==> src/rtl/global_to_local_row_map_assert.svh <==
// ----------------------------------------------------------------------------
// Assertion macros for the global-to-local row map
// Short forms for clocked concurrent assertions on clock and reset.
// ----------------------------------------------------------------------------
`ifndef GLOBAL_TO_LOCAL_ROW_MAP_ASSERT_SVH
`define GLOBAL_TO_LOCAL_ROW_MAP_ASSERT_SVH

// Checked only outside reset.
`define G2L_ASSERT_SYNC(label, prop, msg) \
   label: assert property (@(posedge clock) disable iff (reset) prop) else $error(msg);

// Checked at every edge, reset included.
`define G2L_ASSERT_ANY(label, prop, msg) \
   label: assert property (@(posedge clock) prop) else $error(msg);

`endif

==> src/rtl/g2l_pkg.sv <==
// ----------------------------------------------------------------------------
// g2l_pkg
// Widths, codes and shared types of the global-to-local row map.
// ----------------------------------------------------------------------------
package g2l_pkg;

   localparam int GHOST_DEPTH = 1024;
   localparam int IDX_W       = (GHOST_DEPTH > 1) ? $clog2(GHOST_DEPTH) : 1;
   localparam int CNT_W       = $clog2(GHOST_DEPTH + 1);

   localparam int ROW_W       = 32;
   localparam int SLOT_W      = 10;
   localparam int BEGIN_W     = 32;
   localparam int OCOUNT_W    = 31;
   localparam int GCOUNT_W    = 11;
   localparam int INDEX_W     = 32;

   localparam int CSR_DATA_W  = 32;
   localparam int CSR_ADDR_W  = 4;
   localparam int REG_IDX_W   = 2;

   localparam logic [REG_IDX_W-1:0] REG_OWNED_BEGIN = 2'd0;
   localparam logic [REG_IDX_W-1:0] REG_OWNED_COUNT = 2'd1;
   localparam logic [REG_IDX_W-1:0] REG_GHOST_COUNT = 2'd2;

   localparam logic MODE_LOOKUP = 1'b0;
   localparam logic MODE_LOAD   = 1'b1;

   typedef struct packed {
      logic [BEGIN_W-1:0]  owned_begin;
      logic [OCOUNT_W-1:0] owned_count;
      logic [GCOUNT_W-1:0] ghost_count;
   } cfg_type;

   typedef struct packed {
      logic             wr_en;
      logic [IDX_W-1:0] wr_addr;
      logic [ROW_W-1:0] wr_data;
      logic             rd_en;
      logic [IDX_W-1:0] rd_addr;
   } ram_req_type;

endpackage

==> src/rtl/g2l_csr.sv <==
// ----------------------------------------------------------------------------
// g2l_csr
// APB register file holding the owned range and the ghost entry count.
// ----------------------------------------------------------------------------
module g2l_csr (
   input  logic                            clock,
   input  logic                            reset,
   input  logic                            psel,
   input  logic                            penable,
   input  logic                            pwrite,
   input  logic [g2l_pkg::CSR_ADDR_W-1:0]  paddr,
   input  logic [g2l_pkg::CSR_DATA_W-1:0]  pwdata,
   output logic [g2l_pkg::CSR_DATA_W-1:0]  prdata,
   output logic                            pready,
   output g2l_pkg::cfg_type                cfg
);
   import g2l_pkg::*;

   cfg_type               cfg_ff;
   cfg_type               cfg_in;
   logic                  wr_stb;
   logic [REG_IDX_W-1:0]  reg_idx;

   assign pready  = 1'b1;
   assign wr_stb  = psel && penable && pwrite;
   assign reg_idx = paddr[CSR_ADDR_W-1:2];

   always_comb begin
      cfg_in = cfg_ff;
      if (wr_stb) begin
         unique case (reg_idx)
            REG_OWNED_BEGIN: cfg_in.owned_begin = pwdata[BEGIN_W-1:0];
            REG_OWNED_COUNT: cfg_in.owned_count = pwdata[OCOUNT_W-1:0];
            REG_GHOST_COUNT: cfg_in.ghost_count = pwdata[GCOUNT_W-1:0];
            default: ;
         endcase
      end
   end

   always_comb begin
      unique case (reg_idx)
         REG_OWNED_BEGIN: prdata = CSR_DATA_W'(cfg_ff.owned_begin);
         REG_OWNED_COUNT: prdata = CSR_DATA_W'(cfg_ff.owned_count);
         REG_GHOST_COUNT: prdata = CSR_DATA_W'(cfg_ff.ghost_count);
         default:         prdata = '0;
      endcase
   end

   always_ff @(posedge clock) begin
      if (reset) begin
         cfg_ff <= '0;
      end else begin
         cfg_ff <= cfg_in;
      end
   end

   assign cfg = cfg_ff;

endmodule

==> config.mk <==
export PLATFORM = sky130hd
export DESIGN_NAME = g2l_csr
export DESIGN_NICKNAME = d
export VERILOG_FILES = /design/src/rtl/global_to_local_row_map_assert.svh /design/src/rtl/g2l_pkg.sv /design/src/rtl/g2l_csr.sv
export SDC_FILE = /design/constraint.sdc
export NUM_CORES = 1
export LEC_CHECK = 0
export BUFFER_PORTS_ARGS = -buffer_cell sky130_fd_sc_hd__buf_2
export CAP_MARGIN = 20
export CORE_MARGIN = 5
export CORE_UTILIZATION = 48
export CTS_CLUSTER_SIZE = 8
export DETAILED_ROUTE_END_ITERATION = 10
export PLACE_DENSITY_LB_ADDON = 0.12
export SYNTH_ARGS = -nofsm -noshare
export SYNTH_HDL_FRONTEND = slang
export SYNTH_SLANG_ARGS = --single-unit
==> constraint.sdc <==
create_clock -name clock -period 1.5 [get_ports clock]
set_input_delay 0.075 -clock clock [delete_from_list [all_inputs] [get_ports clock]]
set_output_delay 0.075 -clock clock [all_outputs]
set_load 0.005 [all_outputs]
==> metrics.md <==
| Metric | Value |
|---|---|
| Outcome | `finished clean` |
| Logic pwr share | `8.2%` |
| Pleak | `between 2 and 2.5 nW` |
| Avg Cell Area, Syn | `approximately 9.9 um2` |
| DRC Markers | `0` |
| Pwr Density | `around 910 nW/um2` |
| Final setup viols | `0` |
| RSZ-0062 raised after global routing | `no` |
| Core region area | `7290 um2` |
| Delay of the slowest critical-path stage | `0.36 ns` |
| Placed instance area | `4420 um2` |
| Worst Path Max Fanout | `3` |
| Io pins | `148` |
| Share of the synthesized area in the top cell type | `41.2%` |
| Worst VDD drop | `~0.4 mV` |
| Mapped Area | `around 3600 um2` |
| Die W | `96.6 um` |
| Fin. max-slew vios | `0` |
| Largest buffer count on any clock path | `2` |
| Row cnt | `31` |
| DR WL/cell | `14.1 um` |
| Max reg flops | `74` |
| H-tree level count | `3` |
| RR Startpoint | `cfg[29]` |
| Post-DP HPWL | `just over 6000 um` |
| Largest family of logic cells by synthesized area | `multiplexers` |
| Min-delay src | `pwdata[31]` |
| Crit-path slowest cell | `dfxtp_1` |
| Switching pwr | `about 0.0009 W` |
| Post-CTS setup buffer count | `0` |
| WP data arrival | `1.09 ns` |
| Startpoint types | `flip-flop` |
| Sw Share | `21.1%` |
| Tcrit/Tclk final | `77.5%` |
| Syn_nets | `roughly 400` |
| Ys flop type | `dfxtp_1` |
| Die Ht | `a little under 100 um` |
| Pre-antenna DRT Iters | `4` |
| Hold_buf cts | `0` |
| Via Count | `2945` |
| Count leader, synth | `nand2b_1` |
| GRT Residual Overflow | `0` |
| Crit path from | `cfg[20]` |
| Hold_ws | `between 0.02 and 0.025 ns` |
| Initial antenna violation count | `0` |
| Post-Route WL | `8590 um` |
| Final TNS setup | `0 ns` |
| CTS resizes | `0` |
| Layout area overhead | `30.0%` |
| Yosys warning count | `0` |
| Total GRT Usage | `a little under a fifth` |
| Vias in the first global route | `2808` |
| Synth async-reset ratio | `0%` |
| Post-synthesis xor/xnor area fraction | `0%` |
| Post-synth EDFFs | `0` |
| Sequential share of power | `47.1%` |
| Max frequency | `860 MHz` |
| Synth area leader | `dfxtp_1` |
| Largest net degree at the start of global routing | `107` |
| Clk_skew | `0 ns` |
| Worst path required time | `around 1.4 ns` |
| Final ANT Viol Nets | `0` |
| Synth area leaders | `dfxtp_1 (41%), mux2i_1 (29%), nand2b_1 (18%), nor2_1 (2.1%), buf_6 (1.6%)` |
| Final-layout fill cell count | `657` |
| Post-synthesis compound-gate area fraction | `1.53%` |
| Most frequent cells after synthesis | `nand2b_1 (106), mux2i_1 (105), dfxtp_1 (74)` |
| Number of library cell types mapped by synthesis | `18` |
| Register area share after synthesis | `41.2%` |
| CTS Sinks | `74` |
| Initial Util | `between 40% and 50%` |
| Worst-path clk slew | `0.08 ns` |
| CTS tree | `built` |
| Buf+Inv Stages, Crit Path | `1` |
| Setup crit end kind | `output pin` |
| Adder-Cell Fraction of Synth Area | `0%` |
| Internal power | `between 0.003 and 0.004 W` |
| Max-Cap Viols | `0` |
| Overall Power | `around 0.0043 W` |
| Synth Register Bits | `between 70 and 80` |
| Die area | `between 9000 and 10000 um2` |
| First-pass GRT wire length | `13300 um` |
| Clock power frac | `44.7%` |
| Num CTS Buffers | `9` |
| Mapped Cells | `365` |
| CP Class | `reg2out` |
| Ant. Diodes | `0` |
| CP delay by family, top | `flip-flops` |
| Cell area after layout | `about 4700 um2` |
| Mux contribution to synthesized area | `29.2%` |
| Port-buffer cells | `144` |
| Min Tclk post-route | `1.16 ns` |
| DR iter-0 viols | `90` |
| Hold Path Class | `in2reg` |
| Core Util, Final | `64.1%` |
| Simple-gate share of the synthesized area | `23.4%` |
| CP cell instances | `mux2i_1 > o21ai_0 > buf_2` |
| Nets | `547` |
| Layout cell share with drive strength beyond 1 | `between 30 and 40%` |
| Hold Violations, Final | `0` |
| Final Wtd Congestion | `approximately 0.74` |
| Clk Latency, worst-skew pair | `approximately 0.32 ns` |
| CTS root buffer | `clkbuf_8` |
| Via density | `around 4.8` |
==> layout make-up <==
class	count	area [um2]	area share (%)
clock buffers	12	155	3.32
clock inverters	4	97.6	2.09
multi-input cells	262	1960	41.9
flip-flops and latches	74	1480	31.7
well taps	99	124	2.65
repair buffers	159	858	18.4
==> metal layers <==
layer  track usage, %  wire length, um  vias up
met3             3.72              623        9
li1                 -                -     1489
met1             23.8             3950     1354
met2             29.7             3920       93
met4             6.43               93        0
met5                0                0        -
==> through the flow <==
step / cells / setup WS (ns)
detailed placement: 594 / 0.253
finish: 610 / 0.337
floorplan: 365 / 0.362
CTS: 610 / 0.321
global placement: 594 / 0.271
global route: 610 / 0.236
==> worst min-delay path, delay by kind of cell <==
kind,cells,cell delay [ns]
buffers and inverters,1,0.11
and+or+nand+nor,1,0.06
muxes,1,0.06
==> cell families after synthesis <==
group	count (synthesis)
AND/OR/NAND/NOR	145
multiplexers	105
flip-flops	74
buffers and inverters	29
AO/OA/AOI/OAI	11
other	1
==> power groups by stage <==
stage                     clock, W  combinational, W  sequential (W)
after global routing       0.00202          0.000382         0.00201
after detailed placement         0          0.000351         0.00205
final                      0.00191          0.000348         0.00201
after CTS                  0.00194          0.000352         0.00201
after floorplan                  0          0.000213         0.00205
after global placement           0          0.000347         0.00205
==> worst paths after layout <==
path          endpoint  cells past startpoint  slack [ns]
max          prdata[9]                      3        0.34
min            cfg[73]                      3        0.02
max reg2reg    cfg[29]                      2        0.84
min reg2reg    cfg[59]                      2        0.49
==> cells in the final DEF, fill, tap and decap left out <==
master        n
clkinvlp_4    1
clkbuf_1      1
buf_4        13
nor2_1       20
conb_1        1
or3b_1        1
nand4_1       1
nor3_4        1
buf_12        2
buf_2       144
nand3_2       1
nor2b_1       1
mux2i_1     105
bufinv_16     3
nand2_1      11
or3_1         1
clkbuf_8     11
nor3b_1       2
nand2b_1    106
o21ai_0      11
dfxtp_1      74
Note: power is estimated with default switching activity, not from simulation.
