## src/rtl/global_to_local_row_map_assert.svh

```systemverilog
// ----------------------------------------------------------------------------
// Assertion macros for the global-to-local row map
// Short forms for clocked concurrent assertions on clock and reset.
// ----------------------------------------------------------------------------
`ifndef GLOBAL_TO_LOCAL_ROW_MAP_ASSERT_SVH
`define GLOBAL_TO_LOCAL_ROW_MAP_ASSERT_SVH

// Checked only outside reset.
`define G2L_ASSERT_SYNC(label, prop, msg) \
   label: assert property (@(posedge clock) disable iff (reset) prop) else $error(msg);

// Checked at every edge, reset included.
`define G2L_ASSERT_ANY(label, prop, msg) \
   label: assert property (@(posedge clock) prop) else $error(msg);

`endif

```

## src/rtl/g2l_pkg.sv

```systemverilog
// ----------------------------------------------------------------------------
// g2l_pkg
// Widths, codes and shared types of the global-to-local row map.
// ----------------------------------------------------------------------------
package g2l_pkg;

   localparam int GHOST_DEPTH = 1024;
   localparam int IDX_W       = (GHOST_DEPTH > 1) ? $clog2(GHOST_DEPTH) : 1;
   localparam int CNT_W       = $clog2(GHOST_DEPTH + 1);

   localparam int ROW_W       = 32;
   localparam int SLOT_W      = 10;
   localparam int BEGIN_W     = 32;
   localparam int OCOUNT_W    = 31;
   localparam int GCOUNT_W    = 11;
   localparam int INDEX_W     = 32;

   localparam int CSR_DATA_W  = 32;
   localparam int CSR_ADDR_W  = 4;
   localparam int REG_IDX_W   = 2;

   localparam logic [REG_IDX_W-1:0] REG_OWNED_BEGIN = 2'd0;
   localparam logic [REG_IDX_W-1:0] REG_OWNED_COUNT = 2'd1;
   localparam logic [REG_IDX_W-1:0] REG_GHOST_COUNT = 2'd2;

   localparam logic MODE_LOOKUP = 1'b0;
   localparam logic MODE_LOAD   = 1'b1;

   typedef struct packed {
      logic [BEGIN_W-1:0]  owned_begin;
      logic [OCOUNT_W-1:0] owned_count;
      logic [GCOUNT_W-1:0] ghost_count;
   } cfg_type;

   typedef struct packed {
      logic             wr_en;
      logic [IDX_W-1:0] wr_addr;
      logic [ROW_W-1:0] wr_data;
      logic             rd_en;
      logic [IDX_W-1:0] rd_addr;
   } ram_req_type;

endpackage

```

## src/rtl/g2l_if.sv

```systemverilog
// ----------------------------------------------------------------------------
// g2l channel interfaces
// Valid/ready channels for request items and lookup results.
// ----------------------------------------------------------------------------
interface g2l_req_if;
   import g2l_pkg::*;

   logic              valid;
   logic              ready;
   logic              mode;
   logic [ROW_W-1:0]  row;
   logic [SLOT_W-1:0] slot;

   modport source (output valid, output mode, output row, output slot, input ready);
   modport sink   (input valid, input mode, input row, input slot, output ready);
endinterface

interface g2l_rsp_if;
   import g2l_pkg::*;

   logic               valid;
   logic               ready;
   logic [INDEX_W-1:0] local_index;
   logic               found;
   logic               is_ghost;

   modport source (output valid, output local_index, output found, output is_ghost,
                   input ready);
   modport sink   (input valid, input local_index, input found, input is_ghost,
                   output ready);
endinterface

```

## src/rtl/g2l_search_seq.sv

```systemverilog
// ----------------------------------------------------------------------------
// g2l_search_seq
// Sequencer for the owned range check and the lower-bound ghost search.
// ----------------------------------------------------------------------------
module g2l_search_seq (
   input  logic                       clock,
   input  logic                       reset,
   input  g2l_pkg::cfg_type           cfg,
   g2l_req_if.sink                    req,
   g2l_rsp_if.source                  rsp,
   output g2l_pkg::ram_req_type       ram_req,
   input  logic [g2l_pkg::ROW_W-1:0]  rd_data
);
   import g2l_pkg::*;

   localparam logic [2:0] ST_IDLE   = 3'd0;
   localparam logic [2:0] ST_CHECK  = 3'd1;
   localparam logic [2:0] ST_SEARCH = 3'd2;
   localparam logic [2:0] ST_FINAL  = 3'd3;
   localparam logic [2:0] ST_RESULT = 3'd4;

   logic [2:0]         state_ff, state_in;
   logic [ROW_W-1:0]   row_ff, row_in;
   logic [CNT_W-1:0]   lo_ff, lo_in;
   logic [CNT_W-1:0]   hi_ff, hi_in;
   logic [CNT_W-1:0]   mid_ff, mid_in;
   logic [CNT_W-1:0]   lim_ff, lim_in;
   logic [INDEX_W-1:0] res_index_ff, res_index_in;
   logic               res_found_ff, res_found_in;
   logic               res_ghost_ff, res_ghost_in;
   logic               rsp_valid_ff, rsp_valid_in;
   logic [INDEX_W-1:0] out_index_ff, out_index_in;
   logic               out_found_ff, out_found_in;
   logic               out_ghost_ff, out_ghost_in;

   logic               accept;
   logic               owned;
   logic [CNT_W-1:0]   limit;
   logic               less;
   logic [CNT_W-1:0]   lo_step, hi_step, mid_step;

   assign req.ready = (state_ff == ST_IDLE);
   assign accept    = req.valid && req.ready;

   // The upper bound uses 33 bits so that begin + count never wraps.
   assign owned = (row_ff >= cfg.owned_begin) &&
                  ({1'b0, row_ff} < ({1'b0, cfg.owned_begin} + 33'(cfg.owned_count)));

   assign limit = (32'(cfg.ghost_count) > 32'(GHOST_DEPTH)) ?
                  CNT_W'(GHOST_DEPTH) : CNT_W'(cfg.ghost_count);

   // One probe per cycle: the read data belongs to mid_ff.
   assign less     = rd_data < row_ff;
   assign lo_step  = less ? (mid_ff + 1'b1) : lo_ff;
   assign hi_step  = less ? hi_ff : mid_ff;
   assign mid_step = lo_step + ((hi_step - lo_step) >> 1);

   always_comb begin
      state_in     = state_ff;
      row_in       = row_ff;
      lo_in        = lo_ff;
      hi_in        = hi_ff;
      mid_in       = mid_ff;
      lim_in       = lim_ff;
      res_index_in = res_index_ff;
      res_found_in = res_found_ff;
      res_ghost_in = res_ghost_ff;
      rsp_valid_in = rsp_valid_ff && !rsp.ready;
      out_index_in = out_index_ff;
      out_found_in = out_found_ff;
      out_ghost_in = out_ghost_ff;
      ram_req      = '0;
      ram_req.wr_addr = IDX_W'(req.slot);
      ram_req.wr_data = req.row;

      unique case (state_ff)
         ST_IDLE: begin
            if (accept) begin
               if (req.mode == MODE_LOAD) begin
                  ram_req.wr_en = (32'(req.slot) < 32'(GHOST_DEPTH));
               end else begin
                  row_in   = req.row;
                  state_in = ST_CHECK;
               end
            end
         end
         ST_CHECK: begin
            if (owned) begin
               res_index_in = row_ff - cfg.owned_begin;
               res_found_in = 1'b1;
               res_ghost_in = 1'b0;
               state_in     = ST_RESULT;
            end else begin
               lo_in           = '0;
               hi_in           = limit;
               lim_in          = limit;
               mid_in          = limit >> 1;
               ram_req.rd_en   = 1'b1;
               ram_req.rd_addr = IDX_W'(limit >> 1);
               // With an empty table mid is zero, so the read also serves the final check.
               state_in        = (limit != '0) ? ST_SEARCH : ST_FINAL;
            end
         end
         ST_SEARCH: begin
            lo_in         = lo_step;
            hi_in         = hi_step;
            ram_req.rd_en = 1'b1;
            if (lo_step < hi_step) begin
               mid_in          = mid_step;
               ram_req.rd_addr = IDX_W'(mid_step);
            end else begin
               ram_req.rd_addr = IDX_W'(lo_step);
               state_in        = ST_FINAL;
            end
         end
         ST_FINAL: begin
            if ((lo_ff < lim_ff) && (rd_data == row_ff)) begin
               res_index_in = INDEX_W'(33'(cfg.owned_count) + 33'(lo_ff));
               res_found_in = 1'b1;
               res_ghost_in = 1'b1;
            end else begin
               res_index_in = '0;
               res_found_in = 1'b0;
               res_ghost_in = 1'b0;
            end
            state_in = ST_RESULT;
         end
         ST_RESULT: begin
            if (!rsp_valid_ff || rsp.ready) begin
               rsp_valid_in = 1'b1;
               out_index_in = res_index_ff;
               out_found_in = res_found_ff;
               out_ghost_in = res_ghost_ff;
               state_in     = ST_IDLE;
            end
         end
         default: begin
            state_in = ST_IDLE;
         end
      endcase
   end

   always_ff @(posedge clock) begin
      if (reset) begin
         state_ff     <= ST_IDLE;
         rsp_valid_ff <= 1'b0;
      end else begin
         state_ff     <= state_in;
         rsp_valid_ff <= rsp_valid_in;
      end
   end

   always_ff @(posedge clock) begin
      row_ff       <= row_in;
      lo_ff        <= lo_in;
      hi_ff        <= hi_in;
      mid_ff       <= mid_in;
      lim_ff       <= lim_in;
      res_index_ff <= res_index_in;
      res_found_ff <= res_found_in;
      res_ghost_ff <= res_ghost_in;
      out_index_ff <= out_index_in;
      out_found_ff <= out_found_in;
      out_ghost_ff <= out_ghost_in;
   end

   assign rsp.valid       = rsp_valid_ff;
   assign rsp.local_index = out_index_ff;
   assign rsp.found       = out_found_ff;
   assign rsp.is_ghost    = out_ghost_ff;

endmodule

```

## src/flat_wrapper.sv

```systemverilog
// flat-port wrapper written by rule: the top's interface ports become plain ports
module g2l_search_seq_flat import g2l_pkg::*;
  (clock, reset, cfg, ram_req, rd_data, req_valid, req_mode, req_row, req_slot, req_ready, rsp_valid, rsp_local_index, rsp_found, rsp_is_ghost, rsp_ready);
  g2l_req_if req_i ();
  g2l_rsp_if rsp_i ();
  input  logic clock;
  input  logic reset;
  input  g2l_pkg::cfg_type cfg;
  output g2l_pkg::ram_req_type ram_req;
  input  logic [g2l_pkg::ROW_W-1:0] rd_data;
  input wire logic [$bits(req_i.valid)-1:0] req_valid;
  input wire logic [$bits(req_i.mode)-1:0] req_mode;
  input wire logic [$bits(req_i.row)-1:0] req_row;
  input wire logic [$bits(req_i.slot)-1:0] req_slot;
  output wire logic [$bits(req_i.ready)-1:0] req_ready;
  output wire logic [$bits(rsp_i.valid)-1:0] rsp_valid;
  output wire logic [$bits(rsp_i.local_index)-1:0] rsp_local_index;
  output wire logic [$bits(rsp_i.found)-1:0] rsp_found;
  output wire logic [$bits(rsp_i.is_ghost)-1:0] rsp_is_ghost;
  input wire logic [$bits(rsp_i.ready)-1:0] rsp_ready;
  assign req_i.valid = req_valid;
  assign req_i.mode = req_mode;
  assign req_i.row = req_row;
  assign req_i.slot = req_slot;
  assign req_ready = req_i.ready;
  assign rsp_valid = rsp_i.valid;
  assign rsp_local_index = rsp_i.local_index;
  assign rsp_found = rsp_i.found;
  assign rsp_is_ghost = rsp_i.is_ghost;
  assign rsp_i.ready = rsp_ready;
  g2l_search_seq u_core (.clock(clock), .reset(reset), .cfg(cfg), .req(req_i), .rsp(rsp_i), .ram_req(ram_req), .rd_data(rd_data));
endmodule
```

## config.mk

```make
export PLATFORM = sky130hd
export DESIGN_NAME = g2l_search_seq_flat
export DESIGN_NICKNAME = d
export VERILOG_FILES = /design/src/rtl/global_to_local_row_map_assert.svh /design/src/rtl/g2l_pkg.sv /design/src/rtl/g2l_if.sv /design/src/rtl/g2l_search_seq.sv /design/src/flat_wrapper.sv
export SDC_FILE = /design/constraint.sdc
export NUM_CORES = 1
export LEC_CHECK = 0
export ABC_AREA = 0
export BUFFER_PORTS_ARGS = -buffer_cell sky130_fd_sc_hd__buf_2
export CAP_MARGIN = 25
export CORE_MARGIN = 2
export CORE_UTILIZATION = 55
export DETAILED_ROUTE_END_ITERATION = 6
export GPL_TIMING_DRIVEN = 0
export PLACE_DENSITY = 0.79
export SLEW_MARGIN = 20
export SYNTH_ARGS = -nofsm -noshare
export SYNTH_HDL_FRONTEND = slang
export SYNTH_SLANG_ARGS = --single-unit
```

## constraint.sdc

```tcl
create_clock -name clock -period 24.3 [get_ports clock]
set_input_delay 4.86 -clock clock [delete_from_list [all_inputs] [get_ports clock]]
set_output_delay 4.86 -clock clock [all_outputs]
set_load 0.005 [all_outputs]
```

==> results of run 1 <==
## worst max-delay path, delay by kind of cell
family / cells / cell delay, ns
buffers and inverters: 3 / 0.84
xor gates and xnor gates: 1 / 0.10
and+or+nand+nor: 3 / 0.81
adders and majority gates: 2 / 0.60
AOI/OAI and AO/OA: 20 / 4.36
## stage by stage
step                      hold WS, ns  utilization
after CTS                       0.417        0.653
final                           0.418        0.653
after global placement          0.401        0.624
after detailed placement        0.405        0.628
after global routing            0.423        0.653
after floorplan                 0.400            -
## worst max path at each step
stage,from,slack (ns),depth (start not counted),endpoint
2_1_floorplan,cfg[12],9.66,27,ram_req[3]
3_3_place_gp,cfg[12],8.10,29,ram_req[3]
3_5_place_dp,cfg[12],7.94,29,ram_req[3]
4_1_cts,cfg[12],7.90,29,ram_req[3]
5_1_grt,cfg[12],7.26,29,ram_req[3]
6_report,cfg[12],7.83,29,ram_req[3]
## power by group through the flow
stage          clock, mW  combinational, mW  sequential, mW
3_5_place_dp           0              0.579           0.349
6_report           0.259              0.591           0.345
5_1_grt            0.270              0.650           0.347
3_3_place_gp           0              0.560           0.350
4_1_cts            0.260              0.584           0.344
2_1_floorplan          0              0.436           0.342
## cell families after synthesis
family | after synthesis
adder cells (fa/ha/maj) | 175
buffers and inverters | 190
flip-flops | 148
XOR/XNOR | 114
multiplexers | 17
AO/OA/AOI/OAI | 337
AND/OR/NAND/NOR | 331
## layout by cell type, fill, tap and decap left out, drive strengths merged, types with 5 or more instances in the layout
master and n:
buf 282, xnor2 64, o21ai 65, edfxtp 144, o21bai 17, mux2i 9, nor3 16, nand4 18
ha 167, a31oi 9, and2 10, fa 5, or3 6, clkbuf 37, nor4 5, a221o 5
inv 131, nor2b 28, mux2 8, a21oi 96, nand3 32, nand2 109, a31o 6, and3 14
xor2 50, a21o 59, o21a 9, o22ai 26, nand2b 20, clkinv 6, nor2 64
## registers in the layout, summed over array words and instances, names as in the netlist
name                    flops
u_core.res_index_ff        32
u_core.row_ff              32
u_core.rsp.local_index     32
u_core.hi_ff               11
u_core.lim_ff              11
u_core.lo_ff               11
u_core.mid_ff              11
u_core.state_ff             3
u_core.res_found_ff         1
u_core.res_ghost_ff         1
u_core.rsp.found            1
u_core.rsp.is_ghost         1
u_core.rsp.valid            1
## layout make-up
type                            instances  area (sq um)
Inverter                              126           473
Tap cell                              285           357
Buffer                                 64           399
Clock inverter                         13           123
Fill cell                            1821          7810
Sequential cell                       148          4400
Timing Repair Buffer                  236          1240
Clock buffer                           19           443
Multi-Input combinational cell        974          7260
## per-layer routing
layer	wire length (um)	track usage	vias to the layer above
met2	17500	0.520	490
met5	0	0	-
met1	13400	0.341	5083
li1	-	-	5223
met4	1640	0.152	0
met3	2380	0.0343	102
==> metrics.cfg, run 1 <==
[routing]
drc_errors = 0
vias = 10900
via_per_inst = 5.84
drtIter0Drc = 796
drt-wirelength-per-cell_um = 18.7
antenna_left = 0
drt-pass1-iter-count = 5
totalWireLength_mm = 35.0

[placed_design]
numPlacedInstances = 1833
detailed_place_hpwl_mm = 28.6
placement.io_buffers = 232
finalWeightedCongestion = 0.983
dp_slack_ns = 7.94
dpl_cell_area_sq_um = 14100

[sta]
final_period_minus_worst_setup_slack_ns = 16.47
timing.max_slew.rel_slack = 0.330
final_hold_viol_count = 0
fin_worst_skew_ns = 0.0137
slew_violations = 0
final.period_utilization = 0.678
worst_slew_pin_slew_ns = 1.00
setup_viol_count_final = 0
grt_setup_unrepaired = false
maxClockFrequency_mhz = 60.7
post-route-worst-setup-slack_ns = 7.83
setup_tns_ns = 0

[cts]
post_cts_buffers = 0
cts_tree = yes
clock-sinks = 148
cts_made_buffers = 17
clock_tree.root_cell = clkbuf_16
clock_latency_ns = 0.43
cts.htree.levels = 4
worst_setup_hold_path_clk_slew_ns = 0.06
cts_hold_repair.buffers = 0
cts.repair.resized = 0
cts-root-to-sink-buffers = 2

[floorplan]
top_level_ports = 243
floorplan.die.height_um = 155
core_sq_um = 22500
core.rowCount = 55
floorplan.initialDensity = 0.556
die_width_um = 155
die_area_sq_um = 24000

[power]
power_mw = 1.19
p_per_area_nw_per_um2 = 81.2
power.ir.vdd_worst_v = 0.0000817
combinational_power_share = 0.495
sw_frac_of_total = 0.397
p_seq_frac = 0.289
switching_power_mw = 0.474
intPower_mw = 0.720
total_leakage_power_nw = 6.92
p_clk_frac = 0.217

[min_path]
holdPathEnd = u_core.rsp.local_index[2]
hold_path_class = register to register
holdCritStartpoint = u_core.res_index_ff[2]
hold_depth = 0

[cells_and_area]
post_layout_nonfiller_instances = 1865
antenna_cells = 0
final_layout_size_suffix_gt1_frac = 0.218
design.final.nets = 1892
area.growth.synth_to_final_pct = 17.4
fin_area_sq_um = 14700

[critical_path]
worst_setup_path_start_kind = primary input
path_class = primary input to output pin
critical_path.reg2reg.startpoint = u_core.row_ff[17]
worst-r2r-cell-count = 22
crit-reg2reg-capture = u_core.mid_ff[9]
worst-endpoint-required_ns = 19.44
crit_path_dat_ns = 11.61
crit_path_max_fanout = 15
timing.critical_path.slowest_stage_cell = inv_1
dominant_cell_type_by_count_on_the_critical_path = a21oi_1
cp-end-kind = output pin
max_stage_delay_ns = 0.57
setup.reg_to_reg.worst_slack_ns = 17.51

[synth]
ys.flop_type = edfxtp_1
synth_top_family_by_area = adder cells
synth_async_sr_flop_share = 0
syn-mean-instance-area_sq_um = 9.54
post_synthesis_share_of_cell_area_spent_on_full_adders_half_adders_and_majority_gates = 0.177
syn-num-nets = 1637
synth.most_common_cell = ha_1
synthDominantAreaCellType = edfxtp_1
multiplexer_share_of_the_synthesized_area = 0.0144
register_bit_count_reported_by_yosys = 148
synth_commonest_cells = ha_1, edfxtp_1, inv_1
ys_seq_area_frac = 0.352
synth.cell_area_sq_um = 12500
yosys-top-cells-area = edfxtp_1, ha_1, xnor2_1, a21oi_1, inv_1
yosysWarningCount = 0
synth.distinct_cells = 77
synth_simple_gate_area_frac = 0.130
synth_compound_area_frac = 0.176
synthXorXnorAreaFrac = 0.0803
synth_top_area_frac = 0.345
synth_edf_count = 144
synthCells = 1312

[job]
cap_violations = 0

[global_route]
gr-total-overflow = 0
via_count_of_the_first_global_routing_pass = 10600
grt_use_total = 0.290
wire_length_of_the_first_global_routing_pass_mm = 53.8
antenna_violations_before_repair = 0
pin_count_of_the_biggest_net_entering_global_routing = 32

[status]
status = finished clean

(Power assumes the default switching activity.)
==> inputs of run 2 (changes only) <==
CORE_UTILIZATION = 52   (was 55)
clock period = 14.5 ns   (was 24.3 ns; I/O delays follow)
==> metrics.cfg, run 2 (synthesized netlist as in run 1, its figures left out) <==
[status]
status = finished clean

[critical_path]
crit_path_max_fanout = 15
cp_buf_inv_count = 3
dominant_cell_type_by_count_on_the_critical_path = a21oi_1
max_stage_delay_ns = 0.56
crit_path_dat_ns = 9.48
crit_family = compound AO/OA/AOI/OAI gates
timing.critical_path.slowest_stage_cell = inv_1
worst_setup_path_start_kind = primary input
path_class = primary input to output pin
worst-endpoint-required_ns = 11.60
cp-end-kind = output pin

[sta]
grt_setup_unrepaired = false
setup_viol_count_final = 0
final_hold_viol_count = 0
post-route-worst-setup-slack_ns = 2.12
worst_slew_pin_slew_ns = 0.780
final_period_minus_worst_setup_slack_ns = 12.38
setup_tns_ns = 0
fin_worst_skew_ns = 0.0127
timing.max_slew.rel_slack = 0.475
timing.hold.ws_ns = 0.418
final.period_utilization = 0.854
maxClockFrequency_mhz = 80.8
slew_violations = 0

[cells_and_area]
most_common_library_cell_in_the_layout_ignoring_fill_and_taps = buf_2
highest_count_cells_in_the_layout_ignoring_fill_and_taps = buf_2, ha_1, edfxtp_1, inv_1, nand2_1
design.final.nets = 1893
final_util = 0.630
post_layout_nonfiller_instances = 1901
fill_cells = 1951
multi_input_comb_area_sq_um = 7260
area_used_by_sequential_logic_in_the_layout_sq_um = 4400
final_layout_size_suffix_gt1_frac = 0.218
area.growth.synth_to_final_pct = 18.4

[floorplan]
top_level_ports = 243
floorplan.die.height_um = 159
core.rowCount = 56
die_area_sq_um = 25300
floorplan.initialDensity = 0.532
die_width_um = 159
core_sq_um = 23500

[cts]
post_cts_buffers = 0
clock_tree.root_cell = clkbuf_16
clock_latency_ns = 0.43
clock-sinks = 148
cts.htree.levels = 4
cts_made_buffers = 17
cts_tree = yes
cts.repair.resized = 0
cts_hold_repair.buffers = 0
cts-root-to-sink-buffers = 2
worst_setup_hold_path_clk_slew_ns = 0.06

[routing]
totalWireLength_mm = 34.5
via_per_inst = 5.69
drt-pass1-iter-count = 5
antenna_left = 0
drt-wirelength-per-cell_um = 18.2
drtIter0Drc = 734
vias = 10800
drc_errors = 0

[placed_design]
detailed_place_hpwl_mm = 28.5
dp_slack_ns = 2.20
placement.io_buffers = 232
finalWeightedCongestion = 0.991
numPlacedInstances = 1867

[power]
power.ir.vdd_worst_v = 0.000175
p_per_area_nw_per_um2 = 139
total_leakage_power_nw = 6.95

[job]
cap_violations = 0

[global_route]
gr-total-overflow = 0
grt_use_total = 0.271
wire_length_of_the_first_global_routing_pass_mm = 54.4
antenna_violations_before_repair = 0
pin_count_of_the_biggest_net_entering_global_routing = 31
via_count_of_the_first_global_routing_pass = 10700

[min_path]
hold_path_class = register to register

-- run 2: changes by cell type in the layout (fill, tap and decap cells not counted), sizes merged --
cell and delta:
diode +1, bufinv +3, inv -1, buf +1, clkinvlp +1, clkbuf -1, clkinv -2
-- run 2: final timing paths --
path / slack (ns) / end / cells past startpoint / start
worst max-delay path: 2.12 / ram_req[3] / 29 / cfg[12]
worst min-delay path: 0.42 / u_core.rsp.local_index[2] / 0 / u_core.res_index_ff[2]
worst max register to register: 7.73 / u_core.mid_ff[9] / 25 / u_core.row_ff[19]
worst min register to register: 0.42 / u_core.rsp.local_index[2] / 0 / u_core.res_index_ff[2]
-- run 2: report_power, final --
part	total, mW	switching, mW	leakage [nW]	internal (mW)
Clock	0.480	0.189	0.302	0.291
Sequential	0.576	0.0332	1.36	0.543
Combinational	1.00	0.579	5.29	0.424
Total	2.06	0.802	6.95	1.26
-- run 2: per-layer routing --
layer | global-route usage | wire length [um] | up-vias
met1 | 0.324 | 14100 | 5051
met4 | 0.138 | 1580 | 0
met2 | 0.472 | 16800 | 430
met5 | 0 | 0 | -
li1 | - | - | 5225
met3 | 0.0432 | 2080 | 104
-- run 2: cell type report --
class / count / area share
multi-input cells: 974 / 0.490
flip-flops and latches: 148 / 0.297
repair buffers: 237 / 0.0844
inverters: 126 / 0.0319
clock buffers: 18 / 0.0290
plain buffers: 64 / 0.0269
well taps: 319 / 0.0269
clock inverters: 14 / 0.0136
diodes: 1 / 0.000169
-- run 2: metrics by stage --
step / total power, mW / area, sq um
global route: 2.18 / 14800
finish: 2.06 / 14800
global placement: 1.53 / 14100
detailed placement: 1.56 / 14200
floorplan: 1.30 / 12500
CTS: 2.04 / 14800
